<file path="config.mk">
export PLATFORM = sky130hd
export DESIGN_NAME = three_level_feedback_queue_scheduler_flat
export DESIGN_NICKNAME = d
export VERILOG_FILES = /design/src/sv/tlfq_pkg.sv /design/src/sv/tlfq_req_if.sv /design/src/sv/tlfq_rsp_if.sv /design/src/sv/tlfq_entry_ram.sv /design/src/sv/tlfq_ctrl.sv /design/src/sv/three_level_feedback_queue_scheduler.sv /design/src/flat_wrapper.sv
export SDC_FILE = /design/constraint.sdc
export NUM_CORES = 2
export LEC_CHECK = 0
export BUFFER_PORTS_ARGS = -buffer_cell sky130_fd_sc_hd__clkbuf_2
export CORE_UTILIZATION = 40
export DETAILED_ROUTE_END_ITERATION = 16
export GPL_ROUTABILITY_DRIVEN = 0
export GPL_TIMING_DRIVEN = 1
export HOLD_SLACK_MARGIN = 0.05
export SYNTH_ARGS = -nofsm -noshare
export SYNTH_HDL_FRONTEND = slang
export SYNTH_HIERARCHICAL = 1
export SYNTH_SLANG_ARGS = --single-unit
</file>
<file path="constraint.sdc">
create_clock -name clock -period 5.2 [get_ports clock]
set_clock_uncertainty 0.05 [all_clocks]
set_input_delay 1.04 -clock clock [delete_from_list [all_inputs] [get_ports clock]]
set_output_delay 1.04 -clock clock [all_outputs]
set_load 0.01 [all_outputs]
</file>
<file path="src/sv/tlfq_pkg.sv">
`timescale 1ns / 1ps
// ----------------------------------------------------------------------------
// tlfq_pkg
// Shared types and constants of the three-level feedback queue scheduler.
// ----------------------------------------------------------------------------
package tlfq_pkg;

   localparam int LEVELS     = 3;
   localparam int ID_W       = 8;
   localparam int BURST_W    = 12;
   localparam int TIME_W     = 32;
   localparam int STATUS_W   = 2;
   localparam int LVL_W      = 2;
   localparam int ENTRY_W    = ID_W + BURST_W;
   localparam int CSR_IDX_W  = 1;
   localparam int CSR_DATA_W = 12;

   localparam logic CMD_ARRIVE   = 1'b0;
   localparam logic CMD_DISPATCH = 1'b1;

   localparam logic [STATUS_W-1:0] STATUS_ACCEPTED   = 2'd0;
   localparam logic [STATUS_W-1:0] STATUS_DROPPED    = 2'd1;
   localparam logic [STATUS_W-1:0] STATUS_DISPATCHED = 2'd2;
   localparam logic [STATUS_W-1:0] STATUS_IDLE       = 2'd3;

   localparam logic [CSR_IDX_W-1:0] CSR_QUANTUM_ONE = 1'd0;
   localparam logic [CSR_IDX_W-1:0] CSR_QUANTUM_TWO = 1'd1;

   localparam logic [BURST_W-1:0] QUANTUM_ONE_RESET = 12'd9;
   localparam logic [BURST_W-1:0] QUANTUM_TWO_RESET = 12'd16;

   // Internal level codes; the reported level is the code plus one.
   localparam logic [LVL_W-1:0] LVL_ONE   = 2'd0;
   localparam logic [LVL_W-1:0] LVL_TWO   = 2'd1;
   localparam logic [LVL_W-1:0] LVL_THREE = 2'd2;

   typedef enum logic {
      ST_IDLE,
      ST_RUN
   } state_type;

   typedef struct packed {
      logic               command;
      logic [ID_W-1:0]    job_id;
      logic [BURST_W-1:0] burst_length;
   } req_type;

   typedef struct packed {
      logic [STATUS_W-1:0] status;
      logic [ID_W-1:0]     served_id;
      logic [LVL_W-1:0]    served_level;
      logic [BURST_W-1:0]  run_length;
      logic [TIME_W-1:0]   slice_start;
      logic                finished;
   } rsp_type;

endpackage

</file>
<file path="src/sv/tlfq_req_if.sv">
`timescale 1ns / 1ps
// ----------------------------------------------------------------------------
// tlfq_req_if
// Request channel: command, job id and burst length with valid/ready.
// ----------------------------------------------------------------------------
interface tlfq_req_if;
   import tlfq_pkg::*;

   logic               valid;
   logic               ready;
   logic               command;
   logic [ID_W-1:0]    job_id;
   logic [BURST_W-1:0] burst_length;

   modport source (output valid, command, job_id, burst_length, input ready);
   modport sink   (input valid, command, job_id, burst_length, output ready);
endinterface

</file>
<file path="src/sv/tlfq_rsp_if.sv">
`timescale 1ns / 1ps
// ----------------------------------------------------------------------------
// tlfq_rsp_if
// Response channel: scheduling outcome of one request with valid/ready.
// ----------------------------------------------------------------------------
interface tlfq_rsp_if;
   import tlfq_pkg::*;

   logic                valid;
   logic                ready;
   logic [STATUS_W-1:0] status;
   logic [ID_W-1:0]     served_id;
   logic [LVL_W-1:0]    served_level;
   logic [BURST_W-1:0]  run_length;
   logic [TIME_W-1:0]   slice_start;
   logic                finished;

   modport source (output valid, status, served_id, served_level, run_length,
                   slice_start, finished, input ready);
   modport sink   (input valid, status, served_id, served_level, run_length,
                   slice_start, finished, output ready);
endinterface

</file>
<file path="src/sv/tlfq_entry_ram.sv">
`timescale 1ns / 1ps
// ----------------------------------------------------------------------------
// tlfq_entry_ram
// Simple dual-port entry memory, one write and one registered read per cycle.
// ----------------------------------------------------------------------------
module tlfq_entry_ram #(
   parameter int WORDS  = 48,
   parameter int ADDR_W = 6,
   parameter int DATA_W = 20
) (
   input  logic              clock,
   input  logic              wr_en,
   input  logic [ADDR_W-1:0] wr_addr,
   input  logic [DATA_W-1:0] wr_data,
   input  logic              rd_en,
   input  logic [ADDR_W-1:0] rd_addr,
   output logic [DATA_W-1:0] rd_data
);

   logic [DATA_W-1:0] entry_mem [WORDS];
   logic [DATA_W-1:0] rd_data_ff;

   always_ff @(posedge clock) begin
      if (wr_en) begin
         entry_mem[wr_addr] <= wr_data;
      end
   end

   always_ff @(posedge clock) begin
      if (rd_en) begin
         rd_data_ff <= entry_mem[rd_addr];
      end
   end

   assign rd_data = rd_data_ff;

endmodule

</file>
<file path="src/sv/tlfq_ctrl.sv">
`timescale 1ns / 1ps
// ----------------------------------------------------------------------------
// tlfq_ctrl
// Queue pointers, level selection, quantum accounting and request sequencing.
// ----------------------------------------------------------------------------
module tlfq_ctrl #(
   parameter int LEVEL_DEPTH = 16,
   parameter int ADDR_W      = 6
) (
   input  logic                          clock,
   input  logic                          reset,
   input  logic                          req_valid,
   input  tlfq_pkg::req_type             req,
   output logic                          req_ready,
   input  logic                          out_free,
   input  logic [tlfq_pkg::BURST_W-1:0]  quantum_one,
   input  logic [tlfq_pkg::BURST_W-1:0]  quantum_two,
   output logic                          rd_en,
   output logic [ADDR_W-1:0]             rd_addr,
   input  logic [tlfq_pkg::ENTRY_W-1:0]  rd_data,
   output logic                          wr_en,
   output logic [ADDR_W-1:0]             wr_addr,
   output logic [tlfq_pkg::ENTRY_W-1:0]  wr_data,
   output logic                          result_load,
   output tlfq_pkg::rsp_type             result
);
   import tlfq_pkg::*;

   localparam int PTR_W = $clog2(LEVEL_DEPTH);
   localparam int CNT_W = $clog2(LEVEL_DEPTH + 1);
   localparam logic [PTR_W-1:0]  PTR_LAST   = PTR_W'(LEVEL_DEPTH - 1);
   localparam logic [CNT_W-1:0]  CNT_FULL   = CNT_W'(LEVEL_DEPTH);
   localparam logic [ADDR_W-1:0] BASE_TWO   = ADDR_W'(LEVEL_DEPTH);
   localparam logic [ADDR_W-1:0] BASE_THREE = ADDR_W'(2 * LEVEL_DEPTH);

   state_type          state_ff, state_in;
   logic [PTR_W-1:0]   head_ff  [LEVELS];
   logic [PTR_W-1:0]   head_in  [LEVELS];
   logic [PTR_W-1:0]   tail_ff  [LEVELS];
   logic [PTR_W-1:0]   tail_in  [LEVELS];
   logic [CNT_W-1:0]   count_ff [LEVELS];
   logic [CNT_W-1:0]   count_in [LEVELS];
   logic [TIME_W-1:0]  elapsed_ff, elapsed_in;
   logic [LVL_W-1:0]   lvl_ff, lvl_in;

   logic               accept;
   logic               any_work;
   logic [LVL_W-1:0]   sel_lvl;
   logic [PTR_W-1:0]   sel_head;
   logic [ID_W-1:0]    entry_id;
   logic [BURST_W-1:0] entry_rem;
   logic [BURST_W-1:0] quantum;
   logic               demote;
   logic [BURST_W-1:0] run_len;
   logic               next_full;
   logic [LVL_W-1:0]   dest_lvl;
   logic [PTR_W-1:0]   dest_tail;
   logic               push, pop;
   logic [LVL_W-1:0]   push_lvl;

   function automatic logic [PTR_W-1:0] ptr_next(input logic [PTR_W-1:0] p);
      ptr_next = (p == PTR_LAST) ? '0 : p + PTR_W'(1);
   endfunction

   function automatic logic [ADDR_W-1:0] slot_addr(input logic [LVL_W-1:0] lvl,
                                                    input logic [PTR_W-1:0] p);
      logic [ADDR_W-1:0] base;
      case (lvl)
         LVL_ONE: base = '0;
         LVL_TWO: base = BASE_TWO;
         default: base = BASE_THREE;
      endcase
      slot_addr = base + ADDR_W'(p);
   endfunction

   assign accept = req_valid && req_ready;

   // Highest non-empty level wins.
   always_comb begin
      any_work = (count_ff[0] != '0) || (count_ff[1] != '0) || (count_ff[2] != '0);
      if (count_ff[0] != '0) begin
         sel_lvl  = LVL_ONE;
         sel_head = head_ff[0];
      end else if (count_ff[1] != '0) begin
         sel_lvl  = LVL_TWO;
         sel_head = head_ff[1];
      end else begin
         sel_lvl  = LVL_THREE;
         sel_head = head_ff[2];
      end
   end

   assign rd_addr = slot_addr(sel_lvl, sel_head);

   // Quantum accounting on the entry that the memory returns.
   always_comb begin
      entry_id  = rd_data[ENTRY_W-1:BURST_W];
      entry_rem = rd_data[BURST_W-1:0];
      quantum   = (lvl_ff == LVL_ONE) ? quantum_one : quantum_two;
      demote    = (lvl_ff != LVL_THREE) && (entry_rem > quantum);
      run_len   = demote ? quantum : entry_rem;
      next_full = (lvl_ff == LVL_ONE) ? (count_ff[1] == CNT_FULL)
                                      : (count_ff[2] == CNT_FULL);
      // A full lower level sends the job back to its own tail.
      dest_lvl  = next_full ? lvl_ff : lvl_ff + LVL_W'(1);
      case (dest_lvl)
         LVL_ONE: dest_tail = tail_ff[0];
         LVL_TWO: dest_tail = tail_ff[1];
         default: dest_tail = tail_ff[2];
      endcase
   end

   // Next state.
   always_comb begin
      state_in = state_ff;
      case (state_ff)
         ST_IDLE: begin
            if (accept && (req.command == CMD_DISPATCH) && any_work) begin
               state_in = ST_RUN;
            end
         end
         ST_RUN: state_in = ST_IDLE;
         default: state_in = ST_IDLE;
      endcase
   end

   // Outputs and queue operations.
   always_comb begin
      req_ready   = 1'b0;
      rd_en       = 1'b0;
      wr_en       = 1'b0;
      wr_addr     = '0;
      wr_data     = '0;
      result_load = 1'b0;
      result      = '0;
      push        = 1'b0;
      push_lvl    = LVL_ONE;
      pop         = 1'b0;
      case (state_ff)
         ST_IDLE: begin
            req_ready = out_free;
            if (accept) begin
               if (req.command == CMD_ARRIVE) begin
                  result_load = 1'b1;
                  if (count_ff[0] == CNT_FULL) begin
                     result.status = STATUS_DROPPED;
                  end else begin
                     result.status = STATUS_ACCEPTED;
                     push          = 1'b1;
                     push_lvl      = LVL_ONE;
                     wr_en         = 1'b1;
                     wr_addr       = slot_addr(LVL_ONE, tail_ff[0]);
                     wr_data       = {req.job_id, req.burst_length};
                  end
               end else if (!any_work) begin
                  result_load   = 1'b1;
                  result.status = STATUS_IDLE;
               end else begin
                  rd_en = 1'b1;
               end
            end
         end
         ST_RUN: begin
            pop                 = 1'b1;
            result_load         = 1'b1;
            result.status       = STATUS_DISPATCHED;
            result.served_id    = entry_id;
            result.served_level = lvl_ff + LVL_W'(1);
            result.run_length   = run_len;
            result.slice_start  = elapsed_ff;
            result.finished     = !demote;
            if (demote) begin
               push     = 1'b1;
               push_lvl = dest_lvl;
               wr_en    = 1'b1;
               wr_addr  = slot_addr(dest_lvl, dest_tail);
               wr_data  = {entry_id, entry_rem - quantum};
            end
         end
         default: begin
            req_ready = 1'b0;
         end
      endcase
   end

   // Pointer, count and time updates.
   always_comb begin
      for (int l = 0; l < LEVELS; l++) begin
         logic inc;
         logic dec;
         inc         = push && (push_lvl == LVL_W'(l));
         dec         = pop && (lvl_ff == LVL_W'(l));
         count_in[l] = count_ff[l] + CNT_W'(inc) - CNT_W'(dec);
         head_in[l]  = dec ? ptr_next(head_ff[l]) : head_ff[l];
         tail_in[l]  = inc ? ptr_next(tail_ff[l]) : tail_ff[l];
      end
      elapsed_in = (state_ff == ST_RUN) ? elapsed_ff + TIME_W'(run_len) : elapsed_ff;
      lvl_in     = accept ? sel_lvl : lvl_ff;
   end

   always_ff @(posedge clock) begin
      if (reset) begin
         state_ff   <= ST_IDLE;
         elapsed_ff <= '0;
         lvl_ff     <= LVL_ONE;
         for (int l = 0; l < LEVELS; l++) begin
            head_ff[l]  <= '0;
            tail_ff[l]  <= '0;
            count_ff[l] <= '0;
         end
      end else begin
         state_ff   <= state_in;
         elapsed_ff <= elapsed_in;
         lvl_ff     <= lvl_in;
         for (int l = 0; l < LEVELS; l++) begin
            head_ff[l]  <= head_in[l];
            tail_ff[l]  <= tail_in[l];
            count_ff[l] <= count_in[l];
         end
      end
   end

   a_count_bound: assert property (@(posedge clock) disable iff (reset)
      (count_ff[0] <= CNT_FULL) && (count_ff[1] <= CNT_FULL) && (count_ff[2] <= CNT_FULL))
      else $error("level occupancy above depth");

   a_run_loads: assert property (@(posedge clock) disable iff (reset)
      (state_ff == ST_RUN) |-> result_load)
      else $error("dispatch cycle without a result");

   a_run_one_cycle: assert property (@(posedge clock) disable iff (reset)
      (state_ff == ST_RUN) |=> (state_ff == ST_IDLE))
      else $error("dispatch held longer than one cycle");

   a_read_has_work: assert property (@(posedge clock) disable iff (reset)
      rd_en |-> (any_work && (count_ff[sel_lvl] != '0)))
      else $error("entry read from an empty level");

   a_drop_keeps_level: assert property (@(posedge clock) disable iff (reset)
      (accept && (req.command == CMD_ARRIVE) && (count_ff[0] == CNT_FULL))
      |=> (count_ff[0] == CNT_FULL))
      else $error("dropped request changed level one");

endmodule

</file>
<file path="src/sv/three_level_feedback_queue_scheduler.sv">
`timescale 1ns / 1ps
// Three-level feedback queue scheduler. An arrive request appends a job to level one, or
// drops it when that level is full, and loads its response directly; a dispatch that finds
// work fetches the head entry from the single entry memory, whose read is registered, then
// charges it its quantum and writes any remaining burst back to a tail. A dispatch to an
// all-idle scheduler loads an idle response directly. Each request gives exactly one
// response, held in an output register, and a new request is taken only once that
// register is free or being emptied in the same cycle. The quanta are written through
// the csr port; the user must do so only while no request is in flight (unchecked).
// ----------------------------------------------------------------------------
// three_level_feedback_queue_scheduler
// Top level: quantum registers, entry memory, sequencer and response register.
// ----------------------------------------------------------------------------
module three_level_feedback_queue_scheduler #(
   parameter int LEVEL_DEPTH = 16
) (
   input  logic                            clock,
   input  logic                            reset,
   tlfq_req_if.sink                        req_chan,
   tlfq_rsp_if.source                      rsp_chan,
   input  logic                            csr_write_en,
   input  logic [tlfq_pkg::CSR_IDX_W-1:0]  csr_index,
   input  logic [tlfq_pkg::CSR_DATA_W-1:0] csr_wdata
);
   import tlfq_pkg::*;

   localparam int WORDS  = LEVELS * LEVEL_DEPTH;
   localparam int ADDR_W = $clog2(WORDS);

   logic [BURST_W-1:0] quantum_one_ff, quantum_one_in;
   logic [BURST_W-1:0] quantum_two_ff, quantum_two_in;
   logic               rsp_valid_ff, rsp_valid_in;
   rsp_type            rsp_data_ff, rsp_data_in;

   req_type            req;
   logic               req_ready;
   logic               out_free;
   logic               rd_en, wr_en;
   logic [ADDR_W-1:0]  rd_addr, wr_addr;
   logic [ENTRY_W-1:0] rd_data, wr_data;
   logic               result_load;
   rsp_type            result;

   assign req.command      = req_chan.command;
   assign req.job_id       = req_chan.job_id;
   assign req.burst_length = req_chan.burst_length;
   assign req_chan.ready   = req_ready;

   assign out_free = !rsp_valid_ff || rsp_chan.ready;

   tlfq_entry_ram #(
      .WORDS  (WORDS),
      .ADDR_W (ADDR_W),
      .DATA_W (ENTRY_W)
   ) u_ram (
      .clock   (clock),
      .wr_en   (wr_en),
      .wr_addr (wr_addr),
      .wr_data (wr_data),
      .rd_en   (rd_en),
      .rd_addr (rd_addr),
      .rd_data (rd_data)
   );

   tlfq_ctrl #(
      .LEVEL_DEPTH (LEVEL_DEPTH),
      .ADDR_W      (ADDR_W)
   ) u_ctrl (
      .clock       (clock),
      .reset       (reset),
      .req_valid   (req_chan.valid),
      .req         (req),
      .req_ready   (req_ready),
      .out_free    (out_free),
      .quantum_one (quantum_one_ff),
      .quantum_two (quantum_two_ff),
      .rd_en       (rd_en),
      .rd_addr     (rd_addr),
      .rd_data     (rd_data),
      .wr_en       (wr_en),
      .wr_addr     (wr_addr),
      .wr_data     (wr_data),
      .result_load (result_load),
      .result      (result)
   );

   always_comb begin
      quantum_one_in = quantum_one_ff;
      quantum_two_in = quantum_two_ff;
      if (csr_write_en) begin
         case (csr_index)
            CSR_QUANTUM_ONE: quantum_one_in = csr_wdata;
            CSR_QUANTUM_TWO: quantum_two_in = csr_wdata;
            default: begin
               quantum_one_in = quantum_one_ff;
            end
         endcase
      end
   end

   always_comb begin
      rsp_valid_in = rsp_valid_ff;
      rsp_data_in  = rsp_data_ff;
      if (result_load) begin
         rsp_valid_in = 1'b1;
         rsp_data_in  = result;
      end else if (rsp_chan.ready) begin
         rsp_valid_in = 1'b0;
      end
   end

   always_ff @(posedge clock) begin
      if (reset) begin
         quantum_one_ff <= QUANTUM_ONE_RESET;
         quantum_two_ff <= QUANTUM_TWO_RESET;
         rsp_valid_ff   <= 1'b0;
      end else begin
         quantum_one_ff <= quantum_one_in;
         quantum_two_ff <= quantum_two_in;
         rsp_valid_ff   <= rsp_valid_in;
      end
   end

   always_ff @(posedge clock) begin
      rsp_data_ff <= rsp_data_in;
   end

   assign rsp_chan.valid        = rsp_valid_ff;
   assign rsp_chan.status       = rsp_data_ff.status;
   assign rsp_chan.served_id    = rsp_data_ff.served_id;
   assign rsp_chan.served_level = rsp_data_ff.served_level;
   assign rsp_chan.run_length   = rsp_data_ff.run_length;
   assign rsp_chan.slice_start  = rsp_data_ff.slice_start;
   assign rsp_chan.finished     = rsp_data_ff.finished;

   a_no_overwrite: assert property (@(posedge clock) disable iff (reset)
      result_load |-> (!rsp_valid_ff || rsp_chan.ready))
      else $error("pending response overwritten");

   a_quantum_hold: assert property (@(posedge clock) disable iff (reset)
      !csr_write_en |=> ($stable(quantum_one_ff) && $stable(quantum_two_ff)))
      else $error("quantum changed without a write");

   a_ready_needs_room: assert property (@(posedge clock) disable iff (reset)
      req_ready |-> out_free)
      else $error("request taken while the response register is blocked");

endmodule
</file>
<file path="src/flat_wrapper.sv">
// flat-port wrapper written by rule: the top's interface ports become plain ports
module three_level_feedback_queue_scheduler_flat import tlfq_pkg::*;
#(
   parameter int LEVEL_DEPTH = 16
)
  (clock, reset, csr_write_en, csr_index, csr_wdata, req_chan_valid, req_chan_command, req_chan_job_id, req_chan_burst_length, req_chan_ready, rsp_chan_valid, rsp_chan_status, rsp_chan_served_id, rsp_chan_served_level, rsp_chan_run_length, rsp_chan_slice_start, rsp_chan_finished, rsp_chan_ready);
  tlfq_req_if req_chan_i ();
  tlfq_rsp_if rsp_chan_i ();
  input  logic clock;
  input  logic reset;
  input  logic csr_write_en;
  input  logic [tlfq_pkg::CSR_IDX_W-1:0] csr_index;
  input  logic [tlfq_pkg::CSR_DATA_W-1:0] csr_wdata;
  input wire logic [$bits(req_chan_i.valid)-1:0] req_chan_valid;
  input wire logic [$bits(req_chan_i.command)-1:0] req_chan_command;
  input wire logic [$bits(req_chan_i.job_id)-1:0] req_chan_job_id;
  input wire logic [$bits(req_chan_i.burst_length)-1:0] req_chan_burst_length;
  output wire logic [$bits(req_chan_i.ready)-1:0] req_chan_ready;
  output wire logic [$bits(rsp_chan_i.valid)-1:0] rsp_chan_valid;
  output wire logic [$bits(rsp_chan_i.status)-1:0] rsp_chan_status;
  output wire logic [$bits(rsp_chan_i.served_id)-1:0] rsp_chan_served_id;
  output wire logic [$bits(rsp_chan_i.served_level)-1:0] rsp_chan_served_level;
  output wire logic [$bits(rsp_chan_i.run_length)-1:0] rsp_chan_run_length;
  output wire logic [$bits(rsp_chan_i.slice_start)-1:0] rsp_chan_slice_start;
  output wire logic [$bits(rsp_chan_i.finished)-1:0] rsp_chan_finished;
  input wire logic [$bits(rsp_chan_i.ready)-1:0] rsp_chan_ready;
  assign req_chan_i.valid = req_chan_valid;
  assign req_chan_i.command = req_chan_command;
  assign req_chan_i.job_id = req_chan_job_id;
  assign req_chan_i.burst_length = req_chan_burst_length;
  assign req_chan_ready = req_chan_i.ready;
  assign rsp_chan_valid = rsp_chan_i.valid;
  assign rsp_chan_status = rsp_chan_i.status;
  assign rsp_chan_served_id = rsp_chan_i.served_id;
  assign rsp_chan_served_level = rsp_chan_i.served_level;
  assign rsp_chan_run_length = rsp_chan_i.run_length;
  assign rsp_chan_slice_start = rsp_chan_i.slice_start;
  assign rsp_chan_finished = rsp_chan_i.finished;
  assign rsp_chan_i.ready = rsp_chan_ready;
  three_level_feedback_queue_scheduler #(.LEVEL_DEPTH(LEVEL_DEPTH)) u_core (.clock(clock), .reset(reset), .req_chan(req_chan_i), .rsp_chan(rsp_chan_i), .csr_write_en(csr_write_en), .csr_index(csr_index), .csr_wdata(csr_wdata));
endmodule
</file>
; Yosys cells after proc, flatten, opt, wreduce, memory -nomap -nowiden
; Memory sizes are Yosys's and may differ from the RTL's. A register that Yosys moved wholly into a read port is not among the register bits.
; Index checks and enable logic that the tools add are counted.
[totals]
regBits = 117
latch_bits = 0
mem_bits_rw = 999
romBits = 0
out_inout_bits = 59
mem_count = 4
[memory_table]
columns = memory, depth, word_bits, rd, rd_ports_with_merged_regs, write_ports, line_no
row1 = u_core.u_ram.entry_mem, 48, 20, 1, 1, 1, tlfq_entry_ram.sv:20  ; logic [DATA_W-1:0] entry_mem [WORDS];
row2 = u_core.u_ctrl.count_ff, 3, 5, 3, 0, 3, tlfq_ctrl.sv:41  ; logic [CNT_W-1:0] count_ff [LEVELS];
row3 = u_core.u_ctrl.head_ff, 3, 4, 3, 0, 3, tlfq_ctrl.sv:37  ; logic [PTR_W-1:0] head_ff [LEVELS];
row4 = u_core.u_ctrl.tail_ff, 3, 4, 3, 0, 3, tlfq_ctrl.sv:39  ; logic [PTR_W-1:0] tail_ff [LEVELS];
[op_classes]
addsub = 18
n_mul = 0
div_mod_pow = 0
magnitude_cmp = 1
n_eq_ne = 16
shift = 0
muxes = 79
bitwise_logic = 11
reduce_logical = 25
[op_table]
columns = cell, count
row1 = 20-bit 2-to-1 mux, 4
row2 = 4-bit 2-to-1 mux, 20
row3 = 6-bit 2-to-1 mux, 10
row4 = 20-bit one-hot mux with 2 select lines, 1
row5 = 6-bit one-hot mux with 2 select lines, 3
row6 = 32-bit by 12-bit adder with 32-bit output, 1
row7 = 4-bit by 1-bit adder with 4-bit output (second input constant), 6
row8 = 4-bit equality test (second input constant), 6
row9 = 12-bit 2-to-1 mux, 2
row10 = 1-bit 2-to-1 mux, 23
row11 = 6-bit by 4-bit adder with 6-bit output, 3
row12 = 5-bit by 1-bit adder with 5-bit output, 3
row13 = 5-bit equality test (second input constant), 3
row14 = 5-bit 2-to-1 mux, 3
row15 = 5-bit nonzero test, 3
row16 = 5-bit by 1-bit subtractor with 5-bit output, 3
row17 = 2-bit 2-to-1 mux, 7
row18 = 12-bit greater-than comparator, 1
row19 = 12-bit subtractor, 1
row20 = 1-bit logical AND, 10
row21 = 1-bit OR, 9
row22 = 2-bit by 1-bit equality test with 1-bit output (second input constant), 4
row23 = 2-bit logical NOT, 4
row24 = 2-bit one-hot mux with 2 select lines, 2
row25 = other kinds (10), 18

; Logic depth before layout (Yosys ltp)
[depth]
ltp_word = 11
mapped_depth = 21
ltp_nobuf = 19

; Hierarchy
; Netlist, hierarchy kept.
[modules_own_cells]
columns = mod, instances, cells_per_inst, area_each_um2, seq_area_each_um2
row1 = tlfq_entry_ram, 1, 1853, 37937.6, 29428.2
row2 = tlfq_ctrl, 1, 772, 6035.8, 1481.4
row3 = three_level_feedback_queue_scheduler, 1, 160, 2803.9, 2212.1

; Worst setup path before layout
; Ideal clock, no wire load.
[synth_path]
kind = register to register
from = reg u_core.u_ctrl.lvl_ff[0]
to = mem u_core.u_ram.entry_mem[18][0] (enable)
setup_ns = 0.422
t_arrival_ns = 5.174
required_ns = 4.728
slack_ns = -0.446
stages_incl_launch_ff = 16
cell_sequence = dfxtp_1 -> inv_1 -> ha_1 -> buf_6 -> clkbuf_1 -> mux2i_1 -> ha_1 -> a211o_1 -> a21oi_1 -> a21oi_2 -> o21ai_1 -> nor2_1 -> a221o_1 -> nor4bb_1 -> nand2_1 -> nor3_1
[synth_via]
elab_chain_cells = 10
[synth_rtl]
columns = item, line_no
row1 = from (decl), tlfq_ctrl.sv:44  ; logic [LVL_W-1:0] lvl_ff, lvl_in;
row2 = from (signal assigned), tlfq_ctrl.sv:214  ; lvl_ff <= lvl_in;
row3 = "parallel branches: the longest is 8 deep, another holds 6-bit by 4-bit adder with 6-bit output", --
row4 = 6-bit 2-to-1 mux (*), tlfq_ctrl.sv:172  ; if (demote) begin
row5 = 6-bit one-hot mux with 2 select lines (*), tlfq_ctrl.sv:139  ; case (state_ff)
row6 = via u_core.wr_addr[5], three_level_feedback_queue_scheduler.sv:39  ; logic [ADDR_W-1:0] rd_addr, wr_addr;
row7 = to (decl), tlfq_entry_ram.sv:20
; Mark *: on every way through the listed nets, which the timed path passes. The select of a mux whose other input is x is not followed.

; Final worst setup path
[layout_path]
from = reg u_core.u_ctrl.lvl_ff[0]
to = reg u_core.u_ctrl.elapsed_ff[27]
[layout_via]
elab_chain_cells = 6
[layout_rtl]
columns = item, line_no
row1 = 2-bit logical NOT, tlfq_ctrl.sv:99  ; quantum = (lvl_ff == LVL_ONE) ? quantum_one : quantum_two;
row2 = 12-bit 2-to-1 mux, tlfq_ctrl.sv:99
row3 = 12-bit greater-than comparator, tlfq_ctrl.sv:100  ; demote = (lvl_ff != LVL_THREE) && (entry_rem > quantum);
row4 = 1-bit logical AND, tlfq_ctrl.sv:100
row5 = 12-bit 2-to-1 mux (*), tlfq_ctrl.sv:101  ; run_len = demote ? quantum : entry_rem;
row6 = 32-bit by 12-bit adder with 32-bit output (*), tlfq_ctrl.sv:197  ; elapsed_in = (state_ff == ST_RUN) ? elapsed_ff + TIME_W'(run_len) : elapsed_ff;
row7 = to (signal assigned), tlfq_ctrl.sv:213  ; elapsed_ff <= elapsed_in;
row8 = to (decl), tlfq_ctrl.sv:43  ; logic [TIME_W-1:0] elapsed_ff, elapsed_in;
; Every way passes the cells marked *; elsewhere a longest branch is shown, timed or not.
; A chain may end at the register's enable or synchronous reset.

==> impl_summary.log <==
INFO  metric syn_area_cell = ~17 sq um
INFO  metric fin_nets = around 3100
INFO  metric num_rows = between 100 and 150
INFO  metric result_of_the_run = completed
INFO  metric floorplan.die_area = 0.118 sq mm
INFO  metric die_width = approximately 340 um
INFO  metric min-delay-path-class = reg2reg
INFO  metric post-route-drc-count = 0
INFO  metric cp.required = around 5800 ps
INFO  metric asyncSetResetFlopFracSynth = 0%
INFO  metric max_clock_freq = 199 MHz
INFO  metric number_of_hold_violations_in_the_final_report = 0
INFO  metric placed_cells = about 4400
INFO  metric hold_depth = 2
INFO  metric post-layout-total-power = 33.5 mW
INFO  metric drv.max_cap_violation_count = 0
INFO  metric clkTransAtPathRegs = roughly 60 ps
INFO  metric timing.slew.headroom = 20.7%
INFO  metric synth_enable_flop_cells = 1037
INFO  metric ioPinCount = 98
INFO  metric avgRoutedWirePerCell = around 25 um
INFO  metric cts_htree_levels = 3
INFO  metric path_depth = 21
INFO  metric power_density = 619 mW/mm^2
INFO  metric synthCells = between 2000 and 3000
INFO  metric slowest_stage = sky130_fd_sc_hd__or3_4
INFO  metric grt_setup_unrepaired = true
INFO  metric vdd.ir_drop.worst = 0.525 mV
INFO  metric count_of_input_and_output_buffers = 97
INFO  metric netlist-cell-type-count = a little over 80
INFO  metric initial_antenna_violation_count = 4
INFO  metric power.static_leakage = approximately 18 nW
INFO  metric critPathBufInv = 4
INFO  metric reg2reg_depth = 21
INFO  metric initial_utilization = between 40% and 50%
INFO  metric detail_route.first_pass.iterations = 6
INFO  metric tritoncts = built
INFO  metric grt_first_pass_wirelength = ~170000 um
INFO  metric ant_nets = 0
INFO  metric worst_path_dominant_cell_family = simple AND/OR/NAND/NOR gates
INFO  metric finish.utilization = between 40% and 50%
INFO  metric endpoint_arrival_time_on_the_critical_path = approximately 5600 ps
INFO  metric cts.sink_count = between 1000 and 1500
INFO  metric avgViaCountPerCell = 5.57
INFO  metric hpwl = roughly 73000 um
INFO  metric flow.area_growth_from_synthesis = 15.4%
INFO  metric yosysWarningCount = 6
INFO  metric synth_seq_area_share = between 70% and 80%
INFO  metric timing.final.crit_share = a little over nine tenths
INFO  metric vias = roughly 26000
INFO  metric clock-root-buffer = sky130_fd_sc_hd__clkbuf_16
INFO  metric worstSkewPairLatency = just over 700 ps
INFO  metric vias_in_the_first_global_route = around 26000
INFO  metric slowest_delay = around 430 ps
INFO  metric die_h = roughly 340 um
INFO  metric grt_overflow = 0
INFO  metric netlist_area = 0.0468 sq mm
INFO  metric finalWirelength = roughly 120000 um
INFO  metric grtUsageTotal = 19.4%
INFO  metric number_of_synthesized_register_bits = 1136
INFO  metric worstSetupPathType = reg2reg
INFO  metric worstPathCellList = inv_1 -> ha_2 -> mux2_2 -> ha_1 -> fa_1 -> nand2b_1 -> a211o_1 -> a21oi_2 -> buf_4 -> o21ai_1 -> buf_4 -> nand2_1 -> nand2_1 -> ha_4 -> nand2_1 -> or3_4 -> a21oi_4 -> o211ai_1 -> buf_4 -> or4_1 -> a21oi_1
INFO  metric dominantRegCellSynth = sky130_fd_sc_hd__edfxtp_1
INFO  metric final_layout_size_suffix_gt1_share = 21.8%
INFO  metric grt_max_degree = 90
INFO  metric critPathLaunchType = register
INFO  metric synth_fp_nets = between 2000 and 3000
INFO  metric slew_viol_final = 0
INFO  metric cp-end-kind = register
INFO  metric drt_iter0_drc = between 2000 and 2500
INFO  metric placeableCoreArea = around 0.12 sq mm
INFO  metric cts-buffers-inserted = about 110
INFO  metric timing.final.crit_period = ~5000 ps
INFO  metric crit_path_max_fanout = 12
INFO  metric fin_cells = approximately 4600
INFO  metric setup_viol = 0
INFO  metric timing_worst_slew_pin_value = 1190 ps
INFO  metric clock_tree.buffer_depth = 3
==> area by class of cell <==
type,count,area (sq um)
tap,1524,1910
clock buffer,137,2940
sequential,1136,33100
timing repair buffer,260,1920
inverter,48,180
fill,9825,62000
clock inverter,80,861
multi-input combinational,1452,13100
antenna,3,7.51
==> state kept, by name, summed over array words and instances, names as in the netlist <==
name and cells:
u_core/quantum_two_ff 12, u_core/rsp_chan.status 2, u_core/u_ram/rd_data 20, u_core/u_ctrl/head_ff 12, u_core/rsp_chan.run_length 12, u_core/rsp_chan.served_level 2
u_core/u_ctrl/lvl_ff 2, u_core/u_ctrl/state_ff 1, u_core/u_ctrl/count_ff 15, u_core/u_ctrl/elapsed_ff 32, u_core/rsp_chan.slice_start 32, u_core/rsp_chan.served_id 8
u_core/rsp_chan.finished 1, u_core/u_ctrl/tail_ff 12, u_core/rsp_chan.valid 1, u_core/quantum_one_ff 12, u_core/u_ram/entry_mem 960
==> layout by cell type, fill, tap and decap left out, types with 14 or more instances in the layout <==
| cell type | instances |
|---|---|
| sky130_fd_sc_hd__clkinv_2 | 18 |
| sky130_fd_sc_hd__xor2_1 | 14 |
| sky130_fd_sc_hd__nand3_1 | 15 |
| sky130_fd_sc_hd__edfxtp_1 | 1037 |
| sky130_fd_sc_hd__dfxtp_1 | 98 |
| sky130_fd_sc_hd__nor2_1 | 76 |
| sky130_fd_sc_hd__or3_1 | 20 |
| sky130_fd_sc_hd__clkbuf_1 | 23 |
| sky130_fd_sc_hd__ha_1 | 45 |
| sky130_fd_sc_hd__bufinv_16 | 14 |
| sky130_fd_sc_hd__o22ai_1 | 22 |
| sky130_fd_sc_hd__a21oi_1 | 113 |
| sky130_fd_sc_hd__o21ai_0 | 30 |
| sky130_fd_sc_hd__mux4_2 | 100 |
| sky130_fd_sc_hd__a22oi_1 | 80 |
| sky130_fd_sc_hd__inv_1 | 48 |
| sky130_fd_sc_hd__clkinv_1 | 25 |
| sky130_fd_sc_hd__nor2b_1 | 20 |
| sky130_fd_sc_hd__a221oi_1 | 40 |
| sky130_fd_sc_hd__clkbuf_2 | 96 |
| sky130_fd_sc_hd__nor2_2 | 46 |
| sky130_fd_sc_hd__nand2b_1 | 49 |
| sky130_fd_sc_hd__o41ai_2 | 19 |
| sky130_fd_sc_hd__buf_4 | 142 |
| sky130_fd_sc_hd__buf_12 | 14 |
| sky130_fd_sc_hd__mux2i_1 | 366 |
| sky130_fd_sc_hd__clkbuf_16 | 114 |
| sky130_fd_sc_hd__nand2_1 | 109 |
| sky130_fd_sc_hd__and2_1 | 38 |
| sky130_fd_sc_hd__a22o_1 | 40 |
==> where the power goes <==
part / internal (mW) / switching (mW)
clock network: 4.76 / 3.51
registers: 10.9 / 0.198
logic: 5.52 / 8.55
==> through the flow <==
step	instance area, sq um	setup TNS, ps	setup WS [ps]	hold slack [ps]
after floorplan	46800	-108010	-253	385
final	54000	0	185	436
after global placement	50000	0	87.0	417
after CTS	53800	0	10.6	438
after detailed placement	50000	-20.4	-20.4	427
after global routing	54000	-53.1	-40.2	460
==> worst reg2reg max path, delay by kind of cell (launching register included) <==
kind | cells | cell delay (ps)
AOI/OAI and AO/OA | 6 | 1040
adders and majority gates | 4 | 1140
buffers and inverters | 4 | 660
DFF | 1 | 320
muxes | 1 | 360
and+or+nand+nor | 6 | 1360
==> timing repair <==
action | in CTS | in global routing
buffers inserted | 1 | 3
endpoints found under the hold margin | 0 | 0
hold buffers | 0 | 0
resized for setup | 0 | 28
pin swaps | 1 | 3
setup endpoints to repair | 3 | 850
==> logic make-up (layout without fill, tap and decap cells) <==
group	count (synthesis)	in the layout	synth area share (%)
flops	1136	1136	70.8
xor+xnor	28	28	0.540
compound gates	449	449	7.08
other cells	0	3	0
mux	482	482	13.0
buf+inv	197	525	2.21
fa+ha+maj	56	56	1.58
simple gates	437	437	4.74
==> Yosys cell counts (40+ instances only) <==
cell	count	share of area [%]
sky130_fd_sc_hd__clkbuf_1	70	0.56
sky130_fd_sc_hd__mux4_2	100	4.8
sky130_fd_sc_hd__mux2i_1	369	7.9
sky130_fd_sc_hd__o21ai_0	40	0.43
sky130_fd_sc_hd__a21oi_1	118	1.3
sky130_fd_sc_hd__a221oi_1	40	0.75
sky130_fd_sc_hd__edfxtp_1	1037	67
sky130_fd_sc_hd__dfxtp_1	99	4.2
sky130_fd_sc_hd__nand2_1	109	0.87
sky130_fd_sc_hd__ha_1	51	1.4
sky130_fd_sc_hd__and2_1	40	0.53
sky130_fd_sc_hd__inv_1	48	0.39
sky130_fd_sc_hd__nor2_1	121	0.97
sky130_fd_sc_hd__a22o_1	49	0.92
sky130_fd_sc_hd__a22oi_1	80	1.3
sky130_fd_sc_hd__nand2b_1	49	0.66
==> path summary, 6_finish.rpt <==
path / startpoint / endpoint / slack, ps
max reg2reg: u_core/u_ctrl/lvl_ff[0]$_SDFFE_PP0P_ / u_core/u_ctrl/elapsed_ff[27]$_SDFFE_PP0P_ / 190
min: u_core/u_ctrl/elapsed_ff[6]$_SDFFE_PP0P_ / u_core/u_ctrl/elapsed_ff[6]$_SDFFE_PP0P_ / 440
min reg2reg: u_core/u_ctrl/elapsed_ff[6]$_SDFFE_PP0P_ / u_core/u_ctrl/elapsed_ff[6]$_SDFFE_PP0P_ / 440
max: u_core/u_ctrl/lvl_ff[0]$_SDFFE_PP0P_ / u_core/u_ctrl/elapsed_ff[27]$_SDFFE_PP0P_ / 190
==> metal layers <==
metal	wire length, um	global-route usage, %	part of all wire [%]
met5	0	0	0
met4	3030	5.56	2.6
met3	6670	3.09	5.8
met2	55400	31.7	48
met1	50400	26.8	44
(Power assumes the default switching activity.)
